$ cat config.mk
export PLATFORM = sky130hd
export DESIGN_NAME = nmea_gga_field_extractor
export DESIGN_NICKNAME = d
export VERILOG_FILES = /design/src/rtl/ggafx_pkg.sv /design/src/rtl/ggafx_in_reg.sv /design/src/rtl/ggafx_parser.sv /design/src/rtl/ggafx_out_reg.sv /design/src/rtl/nmea_gga_field_extractor.sv
export SDC_FILE = /design/constraint.sdc
export NUM_CORES = 1
export LEC_CHECK = 0
export BUFFER_PORTS_ARGS = -buffer_cell sky130_fd_sc_hd__buf_4
export CELL_PAD_IN_SITES_DETAIL_PLACEMENT = 0
export CELL_PAD_IN_SITES_GLOBAL_PLACEMENT = 2
export CORE_MARGIN = 3
export CORE_UTILIZATION = 35
export DETAILED_ROUTE_END_ITERATION = 8
export GPL_TIMING_DRIVEN = 1
export PLACE_DENSITY = 0.82
export SLEW_MARGIN = 20
export SYNTH_ARGS = -nofsm -noshare
export SYNTH_HDL_FRONTEND = slang
export SYNTH_SLANG_ARGS = --single-unit
$ cat constraint.sdc
create_clock -name clock -period 3.4 [get_ports clock]
set_input_delay 0.17 -clock clock [delete_from_list [all_inputs] [get_ports clock]]
set_output_delay 0.17 -clock clock [all_outputs]
set_load 0.005 [all_outputs]
$ cat src/rtl/ggafx_pkg.sv
// ----------------------------------------------------------------------------
// ggafx_pkg: shared types and constants for the GGA field extractor
// Phase and result-kind codes, the result record and the header text.
// ----------------------------------------------------------------------------
package ggafx_pkg;

   localparam int unsigned ByteWidth  = 8;
   localparam int unsigned HdrLen     = 6;
   localparam int unsigned PosCommas  = 4;
   localparam int unsigned SkipCommas = 3;

   localparam logic [7:0] Comma     = 8'h2C;
   localparam logic [7:0] AsciiZero = 8'h30;

   // rsp_tdata: character [7:0], part [9:8], fix_value [18:10], zero pad to 24 bits
   localparam int unsigned RspDataWidth = 24;
   localparam int unsigned KindWidth    = 3;

   typedef enum logic [2:0] {
      PH_HEADER = 3'd0,
      PH_SKIP1  = 3'd1,
      PH_TIME   = 3'd2,
      PH_POS    = 3'd3,
      PH_FIX    = 3'd4,
      PH_SKIP3  = 3'd5,
      PH_ELEV   = 3'd6
   } phase_type;

   typedef enum logic [2:0] {
      K_TIME     = 3'd0,
      K_POS      = 3'd1,
      K_ELEV     = 3'd2,
      K_DONE     = 3'd3,
      K_MISMATCH = 3'd4
   } kind_type;

   typedef struct packed {
      kind_type           kind;
      logic [7:0]         character;
      logic [1:0]         part;
      logic signed [8:0]  fix_value;
   } result_type;

   // expected header text "$GNGGA"
   function automatic logic [7:0] hdr_char(input logic [2:0] idx);
      logic [7:0] c;
      unique case (idx)
         3'd0:    c = 8'h24;  // '$'
         3'd1:    c = 8'h47;  // 'G'
         3'd2:    c = 8'h4E;  // 'N'
         3'd3:    c = 8'h47;  // 'G'
         3'd4:    c = 8'h47;  // 'G'
         3'd5:    c = 8'h41;  // 'A'
         default: c = 8'h00;
      endcase
      return c;
   endfunction

endpackage

$ cat src/rtl/ggafx_in_reg.sv
// ----------------------------------------------------------------------------
// ggafx_in_reg: input byte register
// Holds one received byte until the parser takes it.
// ----------------------------------------------------------------------------
module ggafx_in_reg (
   input  logic       clock,
   input  logic       reset,
   input  logic       in_valid,
   output logic       in_ready,
   input  logic [7:0] in_byte,
   output logic       out_valid,
   input  logic       out_take,
   output logic [7:0] out_byte
);
   import ggafx_pkg::*;

   logic                 valid_ff, valid_in;
   logic [ByteWidth-1:0] byte_ff;

   // free slot, or the held byte leaves this cycle
   assign in_ready = !valid_ff || out_take;

   always_comb begin
      valid_in = valid_ff;
      if (in_ready) begin
         valid_in = in_valid;
      end
   end

   always_ff @(posedge clock) begin
      if (reset) begin
         valid_ff <= 1'b0;
      end else begin
         valid_ff <= valid_in;
      end
   end

   always_ff @(posedge clock) begin
      if (in_ready && in_valid) begin
         byte_ff <= in_byte;
      end
   end

   assign out_valid = valid_ff;
   assign out_byte  = byte_ff;

endmodule

$ cat src/rtl/ggafx_parser.sv
// ----------------------------------------------------------------------------
// ggafx_parser: GGA sentence phase machine
// Advances the parse state by one byte and forms at most one result.
// ----------------------------------------------------------------------------
module ggafx_parser (
   input  logic                  clock,
   input  logic                  reset,
   input  logic                  step,
   input  logic [7:0]            byte_in,
   output logic                  emit,
   output ggafx_pkg::result_type result
);
   import ggafx_pkg::*;

   phase_type  phase_ff, phase_in;
   logic [2:0] hdr_count_ff, hdr_count_in;
   logic       hdr_good_ff, hdr_good_in;
   logic [2:0] comma_count_ff, comma_count_in;
   logic [7:0] held_fix_ff, held_fix_in;

   logic       hdr_good_now;
   logic [2:0] comma_inc;

   always_ff @(posedge clock) begin
      if (reset) begin
         phase_ff       <= PH_HEADER;
         hdr_count_ff   <= '0;
         hdr_good_ff    <= 1'b1;
         comma_count_ff <= '0;
         held_fix_ff    <= '0;
      end else if (step) begin
         phase_ff       <= phase_in;
         hdr_count_ff   <= hdr_count_in;
         hdr_good_ff    <= hdr_good_in;
         comma_count_ff <= comma_count_in;
         held_fix_ff    <= held_fix_in;
      end
   end

   assign hdr_good_now = hdr_good_ff && (byte_in == hdr_char(hdr_count_ff));
   assign comma_inc    = comma_count_ff + 3'd1;

   always_comb begin
      phase_in         = phase_ff;
      hdr_count_in     = hdr_count_ff;
      hdr_good_in      = hdr_good_ff;
      comma_count_in   = comma_count_ff;
      held_fix_in      = held_fix_ff;
      emit             = 1'b0;
      result.kind      = K_TIME;
      result.character = '0;
      result.part      = '0;
      result.fix_value = '0;

      unique case (phase_ff)
         PH_HEADER: begin
            if (hdr_count_ff >= 3'(HdrLen)) begin
               hdr_count_in   = '0;
               hdr_good_in    = 1'b1;
               comma_count_in = '0;
            end else if (hdr_count_ff == 3'(HdrLen - 1)) begin
               // last header byte: verdict
               if (hdr_good_now) begin
                  phase_in     = PH_SKIP1;
                  hdr_count_in = '0;
                  hdr_good_in  = 1'b1;
               end else begin
                  hdr_count_in   = '0;
                  hdr_good_in    = 1'b1;
                  comma_count_in = '0;
                  emit           = 1'b1;
                  result.kind    = K_MISMATCH;
               end
            end else begin
               hdr_good_in  = hdr_good_now;
               hdr_count_in = hdr_count_ff + 3'd1;
            end
         end
         PH_SKIP1: begin
            phase_in = PH_TIME;
         end
         PH_TIME: begin
            if (byte_in == Comma) begin
               phase_in       = PH_POS;
               comma_count_in = '0;
            end else begin
               emit             = 1'b1;
               result.kind      = K_TIME;
               result.character = byte_in;
            end
         end
         PH_POS: begin
            if (byte_in == Comma) begin
               if (comma_inc >= 3'(PosCommas)) begin
                  phase_in       = PH_FIX;
                  comma_count_in = '0;
               end else begin
                  comma_count_in = comma_inc;
               end
            end else begin
               emit             = 1'b1;
               result.kind      = K_POS;
               result.character = byte_in;
               result.part      = comma_count_ff[1:0];
            end
         end
         PH_FIX: begin
            held_fix_in    = byte_in;
            comma_count_in = '0;
            phase_in       = PH_SKIP3;
         end
         PH_SKIP3: begin
            if (byte_in == Comma) begin
               if (comma_inc >= 3'(SkipCommas)) begin
                  phase_in       = PH_ELEV;
                  comma_count_in = '0;
               end else begin
                  comma_count_in = comma_inc;
               end
            end
         end
         PH_ELEV: begin
            if (byte_in == Comma) begin
               phase_in         = PH_HEADER;
               hdr_count_in     = '0;
               hdr_good_in      = 1'b1;
               comma_count_in   = '0;
               emit             = 1'b1;
               result.kind      = K_DONE;
               result.fix_value = $signed({1'b0, held_fix_ff} - {1'b0, AsciiZero});
            end else begin
               emit             = 1'b1;
               result.kind      = K_ELEV;
               result.character = byte_in;
            end
         end
         default: begin
            // unused phase code: drop the byte and rearm
            phase_in       = PH_HEADER;
            hdr_count_in   = '0;
            hdr_good_in    = 1'b1;
            comma_count_in = '0;
         end
      endcase
   end

endmodule

$ cat src/rtl/ggafx_out_reg.sv
// ----------------------------------------------------------------------------
// ggafx_out_reg: result register
// Holds one result until the downstream side takes it.
// ----------------------------------------------------------------------------
module ggafx_out_reg (
   input  logic                  clock,
   input  logic                  reset,
   input  logic                  load_valid,
   output logic                  load_ready,
   input  ggafx_pkg::result_type load_data,
   output logic                  out_valid,
   input  logic                  out_ready,
   output ggafx_pkg::result_type out_data
);
   import ggafx_pkg::*;

   logic       valid_ff, valid_in;
   result_type data_ff;

   assign load_ready = !valid_ff || out_ready;

   always_comb begin
      valid_in = valid_ff;
      if (load_ready) begin
         valid_in = load_valid;
      end
   end

   always_ff @(posedge clock) begin
      if (reset) begin
         valid_ff <= 1'b0;
      end else begin
         valid_ff <= valid_in;
      end
   end

   always_ff @(posedge clock) begin
      if (load_ready && load_valid) begin
         data_ff <= load_data;
      end
   end

   assign out_valid = valid_ff;
   assign out_data  = data_ff;

endmodule

$ cat src/rtl/nmea_gga_field_extractor.sv
// Takes one sentence byte per transfer on req_ and, after a "$GNGGA" header,
// streams the time, position and elevation characters on rsp_, then a done
// result carrying the fix byte less 48, or a mismatch result for a bad header.
// One byte is accepted every clock while the result register can take what
// the parser yields; a byte is held in the input byte register until the parser
// steps on it, and its result is then registered in the result register. Bytes
// that cause no result (header, commas, skipped fields) still take a parser step.
// ----------------------------------------------------------------------------
// nmea_gga_field_extractor: GGA sentence field extractor
// Input byte register, phase machine and result register in one pass.
// ----------------------------------------------------------------------------
module nmea_gga_field_extractor (
   input  logic                                clock,
   input  logic                                reset,
   input  logic                                req_tvalid,
   output logic                                req_tready,
   input  logic [ggafx_pkg::ByteWidth-1:0]     req_tdata,   // [7:0] byte_in
   output logic                                rsp_tvalid,
   input  logic                                rsp_tready,
   output logic [ggafx_pkg::RspDataWidth-1:0]  rsp_tdata,   // [7:0] character,
                                                            // [9:8] part,
                                                            // [18:10] fix_value
   output logic [ggafx_pkg::KindWidth-1:0]     rsp_tuser    // [2:0] kind
);
   import ggafx_pkg::*;

   logic       byte_valid;
   logic [7:0] byte_q;
   logic       step;
   logic       emit;
   logic       res_ready;
   result_type result;
   result_type rsp_res;

   // a byte is parsed when the result register can take whatever it yields
   assign step = byte_valid && res_ready;

   ggafx_in_reg u_in_reg (
      .clock     (clock),
      .reset     (reset),
      .in_valid  (req_tvalid),
      .in_ready  (req_tready),
      .in_byte   (req_tdata),
      .out_valid (byte_valid),
      .out_take  (step),
      .out_byte  (byte_q)
   );

   ggafx_parser u_parser (
      .clock   (clock),
      .reset   (reset),
      .step    (step),
      .byte_in (byte_q),
      .emit    (emit),
      .result  (result)
   );

   ggafx_out_reg u_out_reg (
      .clock      (clock),
      .reset      (reset),
      .load_valid (byte_valid && emit),
      .load_ready (res_ready),
      .load_data  (result),
      .out_valid  (rsp_tvalid),
      .out_ready  (rsp_tready),
      .out_data   (rsp_res)
   );

   assign rsp_tdata = {5'b0, rsp_res.fix_value, rsp_res.part, rsp_res.character};
   assign rsp_tuser = rsp_res.kind;

endmodule

Word level (Yosys, flattened, before mapping) --
Cells that the tools add are included. W data, S select, Z words.
Cells by class: $add $sub $neg 3, bitwise gates (word level) 3, multiplexer cells 40, reductions and logical operators 21, equality and inequality tests 25, magnitude comparators 3
Operators by type and width (count):
- $mux W3 | 21
- $pmux W7 S4 | 1
- $pmux W8 S3 | 1
- $pmux W3 S7 | 1
- $ne A2 B1 Y1 const B | 9
- $mux W8 | 2
- $eq A3 B3 Y1 const B | 5
- $pmux W3 S5 | 1
- $eq A3 B2 Y1 const B | 4
- $pmux W3 S4 | 1
- $mux W11 | 1
- $reduce_and A10 Y1 | 1
- $pmux W3 S3 | 1
- $sub A8 B6 Y9 const B | 1
- $eq A8 B6 Y1 const B | 1
- $eq A8 B7 Y1 | 1
- $mux W1 | 8
- $reduce_and A7 Y1 | 1
- $add A3 B1 Y3 const B | 2
- $eq A3 B1 Y1 const B | 2
- $ge A3 B3 Y1 const B | 2
- $logic_not A3 Y1 | 2
- $pmux W1 S3 | 2
- $reduce_or A2 Y1 | 3
- other kinds (12) | 21
Storage, ports and cells: input bits 12, register bits 50

Depth between registers and ports, before layout --
Gate-level depths: netlist of the first run.
depth in word-level cells 11, gate-level depth with buffers 8, mapped depth without buffers 8

Modules after synthesis --
Synthesis of the first run repeated with hierarchy kept, for this count alone.
Unflattened totals: cells, all modules 223, area total of the unflattened synthesis 2414.8 um^2
Modules (own cells, without submodules):
- ggafx_parser | area an instance 1350.0 um^2, instances 1, sequential area each 360.3 um^2, cells each 175
- ggafx_out_reg | area an instance 715.7 um^2, instances 1, sequential area each 680.7 um^2, cells each 27
- ggafx_in_reg | area an instance 295.3 um^2, instances 1, sequential area each 260.2 um^2, cells each 13
- nmea_gga_field_extractor | area an instance 53.8 um^2, instances 1, sequential area each 0.0 um^2, cells each 8

Worst setup path before layout of the first run --
Ideal clock, no wire load.
kind reg-to-reg, start point register u_parser.hdr_count_ff[2], end point register u_out_reg.data_ff, in the netlist u_out_reg.out_data[0] (enable), cell stages (with the launch flop) 8, path buffers 1, arrival time 2357 ps, slack 634 ps, period minus slack after synthesis 2766 ps, cells stage by stage dfxtp_1 -> buf_2 -> and2b_1 -> a221oi_1 -> a21oi_1 -> nand4_2 -> nand4_1 -> a21oi_1
Between the ends: word-level cells in the longest chain between the ends 11, elaborated cells between the ends (all ways) 17
RTL lines:
- start: declaration | RTL line ggafx_parser.sv:16 | logic [2:0] hdr_count_ff, hdr_count_in;
- start signal: assignment | RTL line ggafx_parser.sv:33 | hdr_count_ff <= hdr_count_in;
- $eq A3 B1 Y1 (tied with other cells) | RTL line ggafx_pkg.sv:47 | unique case (idx)
- $reduce_or A3 Y1 (no source line)
- $pmux W7 S4 | RTL line ggafx_pkg.sv:47
- $eq A8 B7 Y1 | RTL line ggafx_parser.sv:40 | assign hdr_good_now = hdr_good_ff && (byte_in == hdr_char(hdr_count_ff));
- $logic_and A1 B1 Y1 | RTL line ggafx_parser.sv:40
- $mux W1 | RTL line ggafx_parser.sv:63 | if (hdr_good_now) begin
- $mux W1 | RTL line ggafx_parser.sv:61 | end else if (hdr_count_ff == 3'(HdrLen - 1)) begin
- $mux W1 (*) | RTL line ggafx_parser.sv:57 | if (hdr_count_ff >= 3'(HdrLen)) begin
- $pmux W1 S3 (*) | RTL line ggafx_parser.sv:55 | unique case (phase_ff)
- $logic_and A1 B1 Y1 (*) | RTL line nmea_gga_field_extractor.sv:61 | .load_valid (byte_valid && emit),
- $logic_and A1 B1 Y1 (*) | RTL line ggafx_out_reg.sv:38 | if (load_ready && load_valid) begin
- end signal: assignment | RTL line ggafx_out_reg.sv:39 | data_ff <= load_data;
- end: declaration | RTL line ggafx_out_reg.sv:18 | result_type data_ff;
Mark *: on every way between the ends. The rest lies on a longest branch, timed or not. A chain may end at the register's enable or synchronous reset.

Worst setup path after layout of the first run --
start point register u_parser.hdr_count_ff[1], end point register u_out_reg.data_ff, in the netlist u_out_reg.out_data[7] (enable)
Same word-level chain as after synthesis.

==> results of run 1 <==
flip-flops by register name, summed over array words and instances (netlist names):
register / count
u_out_reg.out_data: 22
u_parser.hdr_count_ff: 3
u_out_reg.out_valid: 1
u_parser.held_fix_ff: 8
u_parser.phase_ff: 3
u_parser.hdr_good_ff: 1
u_in_reg.out_valid: 1
u_in_reg.out_byte: 8
u_parser.comma_count_ff: 3
worst paths after layout:
| check | from | end | slack, ns | cells past startpoint |
|---|---|---|---|---|
| max | u_parser.hdr_count_ff[1] | u_out_reg.out_data[7] | 1.08 | 7 |
| min | req_tdata[5] | u_in_reg.out_byte[5] | 0.03 | 1 |
| max reg2reg | u_parser.hdr_count_ff[1] | u_out_reg.out_data[7] | 1.08 | 7 |
| min reg2reg | u_parser.held_fix_ff[2] | u_parser.held_fix_ff[2] | 0.50 | 2 |
cells by family after synthesis:
logic type / count (synthesis) / share of synthesized area [%]
and+or+nand+nor: 100 / 23.1
DFF: 50 / 54.8
AOI/OAI and AO/OA: 37 / 10.6
buffers and inverters: 20 / 4.32
muxes: 10 / 4.32
adders and majority gates: 3 / 1.58
xor gates and xnor gates: 3 / 1.11
other: 1 / 0.158
final cells by class:
| cell class | count | share of cell area (%) |
|---|---|---|
| repair buffers | 37 | 9.95 |
| multi-input cells | 158 | 35.4 |
| inverters | 4 | 0.538 |
| clock inverters | 3 | 1.57 |
| clock buffers | 5 | 2.46 |
| well taps | 77 | 3.45 |
| flip-flops and latches | 50 | 46.6 |
cells in the mapped netlist, drive strengths merged, types with 4 or more instances:
| library cell | instances |
|---|---|
| nand2b | 7 |
| o21ai | 4 |
| nor3 | 4 |
| nor2 | 29 |
| a21oi | 16 |
| clkbuf | 5 |
| nor2b | 6 |
| nand2 | 12 |
| and2 | 4 |
| edfxtp | 30 |
| dfxtp | 20 |
| buf | 11 |
| inv | 4 |
| mux2i | 8 |
| and3 | 14 |
routing by layer:
layer	track usage, %	share of wire (%)	vias to the layer above
met5	0	0	-
met4	4.12	1.3	0
met3	2.79	3.9	5
met2	21.0	44	39
met1	19.7	51	819
li1	-	-	866
power by group:
group / internal [W] / total [W] / switching [W] / leakage, nW
Combinational: 0.0000239 / 0.0000473 / 0.0000234 / 0.656
Sequential: 0.000648 / 0.000666 / 0.0000175 / 0.394
Clock: 0.000221 / 0.000430 / 0.000209 / 0.0585
per-stage QoR:
step / cell area (um^2) / hold slack (ns) / total power (W)
4_1_cts: 2790 / 0.0273 / 0.00116
2_1_floorplan: 2390 / 0.269 / 0.000710
5_1_grt: 2790 / 0.0138 / 0.00118
6_report: 2790 / 0.0342 / 0.00114
3_3_place_gp: 2680 / 0.348 / 0.000727
3_5_place_dp: 2680 / 0.350 / 0.000727
==> impl_metrics.env, run 1 <==
export IMPL_synth_area_leaders="edfxtp_1, dfxtp_1, nor2_1, and3_1, mux2i_1"
export IMPL_grt_pass1_wl_um=8360
export IMPL_slew_headroom_pct=64.2
export IMPL_yosys_area_top_type="edfxtp_1"
export IMPL_yosys_warnings=0
export IMPL_routed_wl_um=4970
export IMPL_first_pass_iters=4
export IMPL_viasPerCell=5.18
export IMPL_fillCellCount=628
export IMPL_drc=0
export IMPL_syn_inst=224
export IMPL_numPortBuffers=35
export IMPL_multi_input_area_um2=990
export IMPL_crit_type="flop to flop"
export IMPL_clock_fmax_ghz=0.431
export IMPL_dr_total_vias=1729
export IMPL_ctsHoldBuffers=0
export IMPL_crit_path_end_kind="flop"
export IMPL_drive_gt1_share_pct=19.5
export IMPL_syn_area_um2=2370
export IMPL_final_cell_mix="buf_4, edfxtp_1, nor2_1, dfxtp_1"
export IMPL_crit_slowest_cell="dfxtp_1"
export IMPL_pre_cts_ws_ns=1.11
export IMPL_setup_tns_ns=0
export IMPL_drtAntennaViolNets=0
export IMPL_synth_edf_count=30
export IMPL_cp_max_fo=22
export IMPL_skew_ns=0.00443
export IMPL_clk_pin_slew_worst_paths_ns=0.10
export IMPL_setup_ws_ns=1.08
export IMPL_ys_types=51
export IMPL_globalRoute_totalOverflow=0
export IMPL_ios=41
export IMPL_synth_seq_area_share_pct=54.8
export IMPL_final_period_utilization_pct=68.2
export IMPL_die_area_um2=7810
export IMPL_nets=271
export IMPL_critical_path_required_ns=3.39
export IMPL_finalNonFillerCells=334
export IMPL_gp_congestion=0.755
export IMPL_synth_top_cell_area_share_pct=37.9
export IMPL_cts_buffer_depth=2
export IMPL_status="finished, final reports clean"
export IMPL_h_tree_depth=2
export IMPL_grt_usage_pct=13.7
export IMPL_cp_top_family="simple AND/OR/NAND/NOR gates"
export IMPL_finish_utilization_pct=43.2
export IMPL_hold_path_class="primary input to flop"
export IMPL_cts_setup_buffers=0
export IMPL_cts_tree="yes"
export IMPL_rsz0062_at_grt="false"
export IMPL_core_um2=6460
export IMPL_tightest_slew_ns=0.536
export IMPL_grt_pass1_vias=1669
export IMPL_hold_violations=0
export IMPL_antenna_found_initial=0
export IMPL_cts_root_buf="clkbuf_8"
export IMPL_final_seq_area_um2=1300
export IMPL_placed_cells=326
export IMPL_insertion_delay_ns=0.30
export IMPL_synth_seq_cells=50
export IMPL_grt_max_degree=25
export IMPL_die_width_um=88.4
export IMPL_initial_core_util_pct=36.8
export IMPL_syn_avg_cell_area_um2=10.6
export IMPL_max_cap_violations=0
export IMPL_layout_commonest_cell="buf_4"
export IMPL_fin_crit_ns=2.32
export IMPL_crit_chain="and2b_1 > a221oi_1 > a21oi_1 > nand4_2 > nand4_1 > a21oi_2 > buf_4"
export IMPL_cts_inserted_buffers=5
export IMPL_synth_async_reset_ratio_pct=0
export IMPL_syn_to_final_growth_pct=17.6
export IMPL_placementRows=29
export IMPL_die_y_um=88.4
export IMPL_clock_sinks=50
export IMPL_avgRoutedWirePerCell_um=14.9
export IMPL_worst_path_buf_inv=1
export IMPL_num_antenna_cells=0
export IMPL_peakVddDrop_v=0.000225
export IMPL_post_dp_hpwl_um=3490
export IMPL_power_density_nw_per_um2=409
export IMPL_ys_flop_type="edfxtp_1"
export IMPL_cts_resized_gates=0
export IMPL_leakage_nw=1.11
export IMPL_maxSlewViolCount=0
export IMPL_slowest_delay_ns=0.56
export IMPL_setup_viol=0
export IMPL_drt_iter0_drc=59
export IMPL_arrival_ns=2.31
export IMPL_startpoint_type="flop"
No activity file was read; power rests on OpenSTA's default activity.
==> inputs of run 2 (changes only) <==
clock period = 2.2 ns   (was 3.4 ns; I/O delays follow)
==> impl_metrics.env, run 2 (same netlist as run 1, synthesis figures left out) <==
export IMPL_cp_max_fo=22
export IMPL_startpoint="u_in_reg.out_byte[6]"
export IMPL_final_cell_mix="buf_4, edfxtp_1, nor2_1, dfxtp_1"
export IMPL_worst_path_buf_inv=1
export IMPL_max_cap_violations=0
export IMPL_die_width_um=88.4
export IMPL_setup_ws_ns=0.157
export IMPL_crit_type="flop to flop"
export IMPL_tightest_slew_ns=0.564
export IMPL_startpoint_type="flop"
export IMPL_power_density_nw_per_um2=599
export IMPL_placed_cells=337
export IMPL_gp_congestion=0.802
export IMPL_clock_sinks=50
export IMPL_num_antenna_cells=0
export IMPL_viasPerCell=5.00
export IMPL_r2r_start="u_in_reg.out_byte[6]"
export IMPL_die_y_um=88.4
export IMPL_hold_violations=0
export IMPL_cts_tree="yes"
export IMPL_grt_usage_pct=14.1
export IMPL_core_um2=6460
export IMPL_slowest_delay_ns=0.49
export IMPL_slew_headroom_pct=62.3
export IMPL_setup_tns_ns=0
export IMPL_grt_max_degree=25
export IMPL_die_area_um2=7810
export IMPL_pre_cts_ws_ns=0.0456
export IMPL_status="finished, final reports clean"
export IMPL_layout_commonest_cell="buf_4"
export IMPL_cts_buffer_depth=2
export IMPL_placementRows=29
export IMPL_cts_root_buf="clkbuf_8"
export IMPL_grt_pass1_vias=1763
export IMPL_finalPower_w=0.00180
export IMPL_largest_reg_flops=22
export IMPL_clock_fmax_ghz=0.490
export IMPL_setup_viol=0
export IMPL_globalRoute_totalOverflow=0
export IMPL_critical_path_required_ns=2.21
export IMPL_fin_crit_ns=2.04
export IMPL_crit_slowest_cell="edfxtp_1"
export IMPL_ios=41
export IMPL_syn_to_final_growth_pct=26.8
export IMPL_peakVddDrop_v=0.000285
export IMPL_hp_start="req_tvalid"
export IMPL_clk_pin_slew_worst_paths_ns=0.09
export IMPL_numPortBuffers=35
export IMPL_grt_pass1_wl_um=8580
export IMPL_final_period_utilization_pct=92.8
export IMPL_insertion_delay_ns=0.29
export IMPL_post_dp_hpwl_um=3630
export IMPL_routed_wl_um=5000
export IMPL_drtAntennaViolNets=0
export IMPL_maxSlewViolCount=0
export IMPL_initial_core_util_pct=36.8
export IMPL_hold_path_class="primary input to flop"
export IMPL_drc=0
export IMPL_first_pass_iters=4
export IMPL_leakage_nw=1.21
export IMPL_drt_iter0_drc=98
export IMPL_nets=292
export IMPL_avgRoutedWirePerCell_um=14.1
export IMPL_rsz0062_at_grt="false"
export IMPL_antenna_found_initial=0
export IMPL_crit_chain="and4b_1 > a311oi_1 > o21ai_1 > nand4_2 > nand4_1 > a21oi_4 > buf_12"
export IMPL_drive_gt1_share_pct=24.1
export IMPL_cts_inserted_buffers=5
export IMPL_h_tree_depth=2
export IMPL_finish_utilization_pct=46.6
export IMPL_cp_top_family="simple AND/OR/NAND/NOR gates"
export IMPL_skew_ns=0.00447
export IMPL_arrival_ns=2.05
export IMPL_finalNonFillerCells=355
export IMPL_crit_path_end_kind="flop"
export IMPL_dr_total_vias=1774
==> run 2: final timing paths <==
kind	endpoint	slack [ns]	cells past startpoint
setup / recovery	u_out_reg.out_data[17]	0.16	7
hold / removal	u_in_reg.out_valid	0.03	3
setup reg to reg	u_out_reg.out_data[17]	0.16	7
hold reg to reg	u_parser.held_fix_ff[0]	0.50	2
==> run 2: worst register-to-register path, cell delays in order, from the launching register on <==
cell and delay (ns):
edfxtp_1 0.49, and4b_1 0.22, a311oi_1 0.25, o21ai_1 0.10, nand4_2 0.14, nand4_1 0.18
a21oi_4 0.19, buf_12 0.19
==> run 2: final cells by class <==
class	instances	area [um^2]
Inverter	4	15.0
Fill cell	638	3450
Clock buffer	6	82.6
Clock inverter	2	38.8
Tap cell	77	96.3
Multi-Input combinational cell	158	1000
Timing Repair Buffer	58	468
Sequential cell	50	1310
==> run 2: timing repair <==
item | 4_1_cts | 5_1_grt
hold endpoints to repair | 8 | 0
endpoints found under the setup margin | 0 | 29
hold buffers | 8 | 0
resized for setup | 0 | 5
buffers inserted | 0 | 2
==> run 2: power breakdown <==
| group | total (W) | internal, W | switching [W] |
|---|---|---|---|
| Sequential | 0.00103 | 0.00100 | 0.0000243 |
| Clock | 0.000677 | 0.000374 | 0.000302 |
| Combinational | 0.000101 | 0.0000559 | 0.0000451 |
| Total | 0.00180 | 0.00143 | 0.000372 |
==> run 2: routing by layer <==
layer / track usage, % / part of all wire, %
met1: 19.5 / 49
met2: 22.9 / 47
met3: 2.42 / 3.8
met4: 3.71 / 0.66
met5: 0 / 0
==> run 2: per-stage QoR <==
step	hold slack [ns]	instance area, um^2
floorplan	0.209	2400
global placement	0.288	2780
detailed placement	0.289	2780
CTS	0.0205	2980
global route	0.0445	3010
finish	0.0319	3010
==> inputs of run 3 (changes only) <==
CORE_ASPECT_RATIO = 1.2   (was default)
==> impl_metrics.env, run 3 (same netlist as run 1, synthesis figures left out) <==
export IMPL_clock_sinks=50
export IMPL_fin_crit_ns=2.08
export IMPL_crit_chain="and4b_1 > a311oi_1 > o21ai_1 > nand4_2 > nand4_1 > a21oi_4 > buf_12"
export IMPL_hold_path_class="primary input to flop"
export IMPL_crit_path_end_kind="flop"
export IMPL_routed_wl_um=5010
export IMPL_clock_fmax_ghz=0.481
export IMPL_worst_path_buf_inv=1
export IMPL_maxSlewViolCount=0
export IMPL_cts_inserted_buffers=5
export IMPL_nets=289
export IMPL_setup_viol=0
export IMPL_globalRoute_totalOverflow=0
export IMPL_insertion_delay_ns=0.30
export IMPL_placementRows=32
export IMPL_num_antenna_cells=0
export IMPL_dr_total_vias=1772
export IMPL_grt_pass1_vias=1691
export IMPL_crit_type="flop to flop"
export IMPL_core_um2=6490
export IMPL_die_y_um=96.2
export IMPL_clk_pin_slew_worst_paths_ns=0.09
export IMPL_grt_max_degree=25
export IMPL_status="finished, final reports clean"
export IMPL_final_cell_mix="buf_4, edfxtp_1, nor2_1, dfxtp_1"
export IMPL_h_tree_depth=2
export IMPL_syn_to_final_growth_pct=26.2
export IMPL_gp_congestion=0.806
export IMPL_first_pass_iters=4
export IMPL_cts_buffer_depth=2
export IMPL_peakVddDrop_v=0.000255
export IMPL_antenna_found_initial=0
export IMPL_tightest_slew_ns=0.543
export IMPL_cp_max_fo=22
export IMPL_drtAntennaViolNets=0
export IMPL_die_width_um=81.2
export IMPL_skew_ns=0.00608
export IMPL_startpoint_type="flop"
export IMPL_drive_gt1_share_pct=22.9
export IMPL_die_area_um2=7810
export IMPL_layout_commonest_cell="buf_4"
export IMPL_drc=0
export IMPL_numPortBuffers=35
export IMPL_cp_top_family="simple AND/OR/NAND/NOR gates"
export IMPL_setup_tns_ns=0
export IMPL_grt_pass1_wl_um=8250
export IMPL_arrival_ns=2.09
export IMPL_critical_path_required_ns=2.21
export IMPL_power_density_nw_per_um2=601
export IMPL_avgRoutedWirePerCell_um=13.9
export IMPL_crit_slowest_cell="edfxtp_1"
export IMPL_final_period_utilization_pct=94.5
export IMPL_leakage_nw=1.20
export IMPL_slew_headroom_pct=63.8
export IMPL_cts_root_buf="clkbuf_8"
export IMPL_ios=41
export IMPL_drt_iter0_drc=90
export IMPL_largest_reg_flops=22
export IMPL_viasPerCell=4.92
export IMPL_fin_hold_ws_ns=0.0229
export IMPL_max_cap_violations=0
export IMPL_grt_usage_pct=13.9
export IMPL_cts_tree="yes"
export IMPL_initial_core_util_pct=36.6
export IMPL_hold_violations=0
export IMPL_slowest_delay_ns=0.51
export IMPL_post_dp_hpwl_um=3660
export IMPL_finalPower_w=0.00180
## run 3: area by class of cell
class / count / area [um^2]
clock inverter: 2 / 38.8
multi-input combinational: 158 / 1000
sequential: 50 / 1310
timing repair buffer: 55 / 445
fill: 651 / 3490
tap: 85 / 106
clock buffer: 6 / 82.6
inverter: 4 / 15.0
## run 3: worst register-to-register path, cell delays in order (launching register included)
cell and delay [ns]:
edfxtp_1 0.51, and4b_1 0.22, a311oi_1 0.24, o21ai_1 0.10, nand4_2 0.15, nand4_1 0.18
a21oi_4 0.20, buf_12 0.18
## run 3: worst paths after layout
path	from	endpoint	slack (ns)	depth (start not counted)
max	u_in_reg.out_byte[6]	u_out_reg.out_data[8]	0.12	7
max reg2reg	u_in_reg.out_byte[6]	u_out_reg.out_data[8]	0.12	7
min	req_tvalid	u_in_reg.out_valid	0.02	3
min reg2reg	u_parser.held_fix_ff[0]	u_parser.held_fix_ff[0]	0.48	2
## run 3: repair_timing
item,in CTS,in global routing
hold buffers,8,0
setup buffers,0,1
resized for setup,0,5
hold endpoints to repair,8,0
endpoints found under the setup margin,0,26
## run 3: power breakdown
| group | internal, W | total [W] | switching [W] |
|---|---|---|---|
| clock | 0.000374 | 0.000677 | 0.000303 |
| combinational | 0.0000544 | 0.000102 | 0.0000475 |
| sequential | 0.00100 | 0.00102 | 0.0000233 |
## run 3: routing by layer
layer  up-vias  global-route usage (%)  share of wire, %  wire length (um)
met2        43                    23.5                50              2520
met4         0                    5.63               2.2               108
li1        900                       -                 -                 -
met1       820                    17.2                44              2200
met3         9                    2.72               3.6               182
met5         -                       0                 0                 0
## run 3: metrics by stage
stage / util, % / cell area, um^2 / instances / setup slack [ns]
after global routing: 46.2 / 3000 / 360 / -0.0216
after CTS: 45.9 / 2980 / 359 / 0.0369
after global placement: 42.8 / 2780 / 343 / 0.0756
final: 46.2 / 3000 / 360 / 0.121
after detailed placement: 42.8 / 2780 / 343 / 0.0410
after floorplan: - / 2400 / 228 / 0.0632
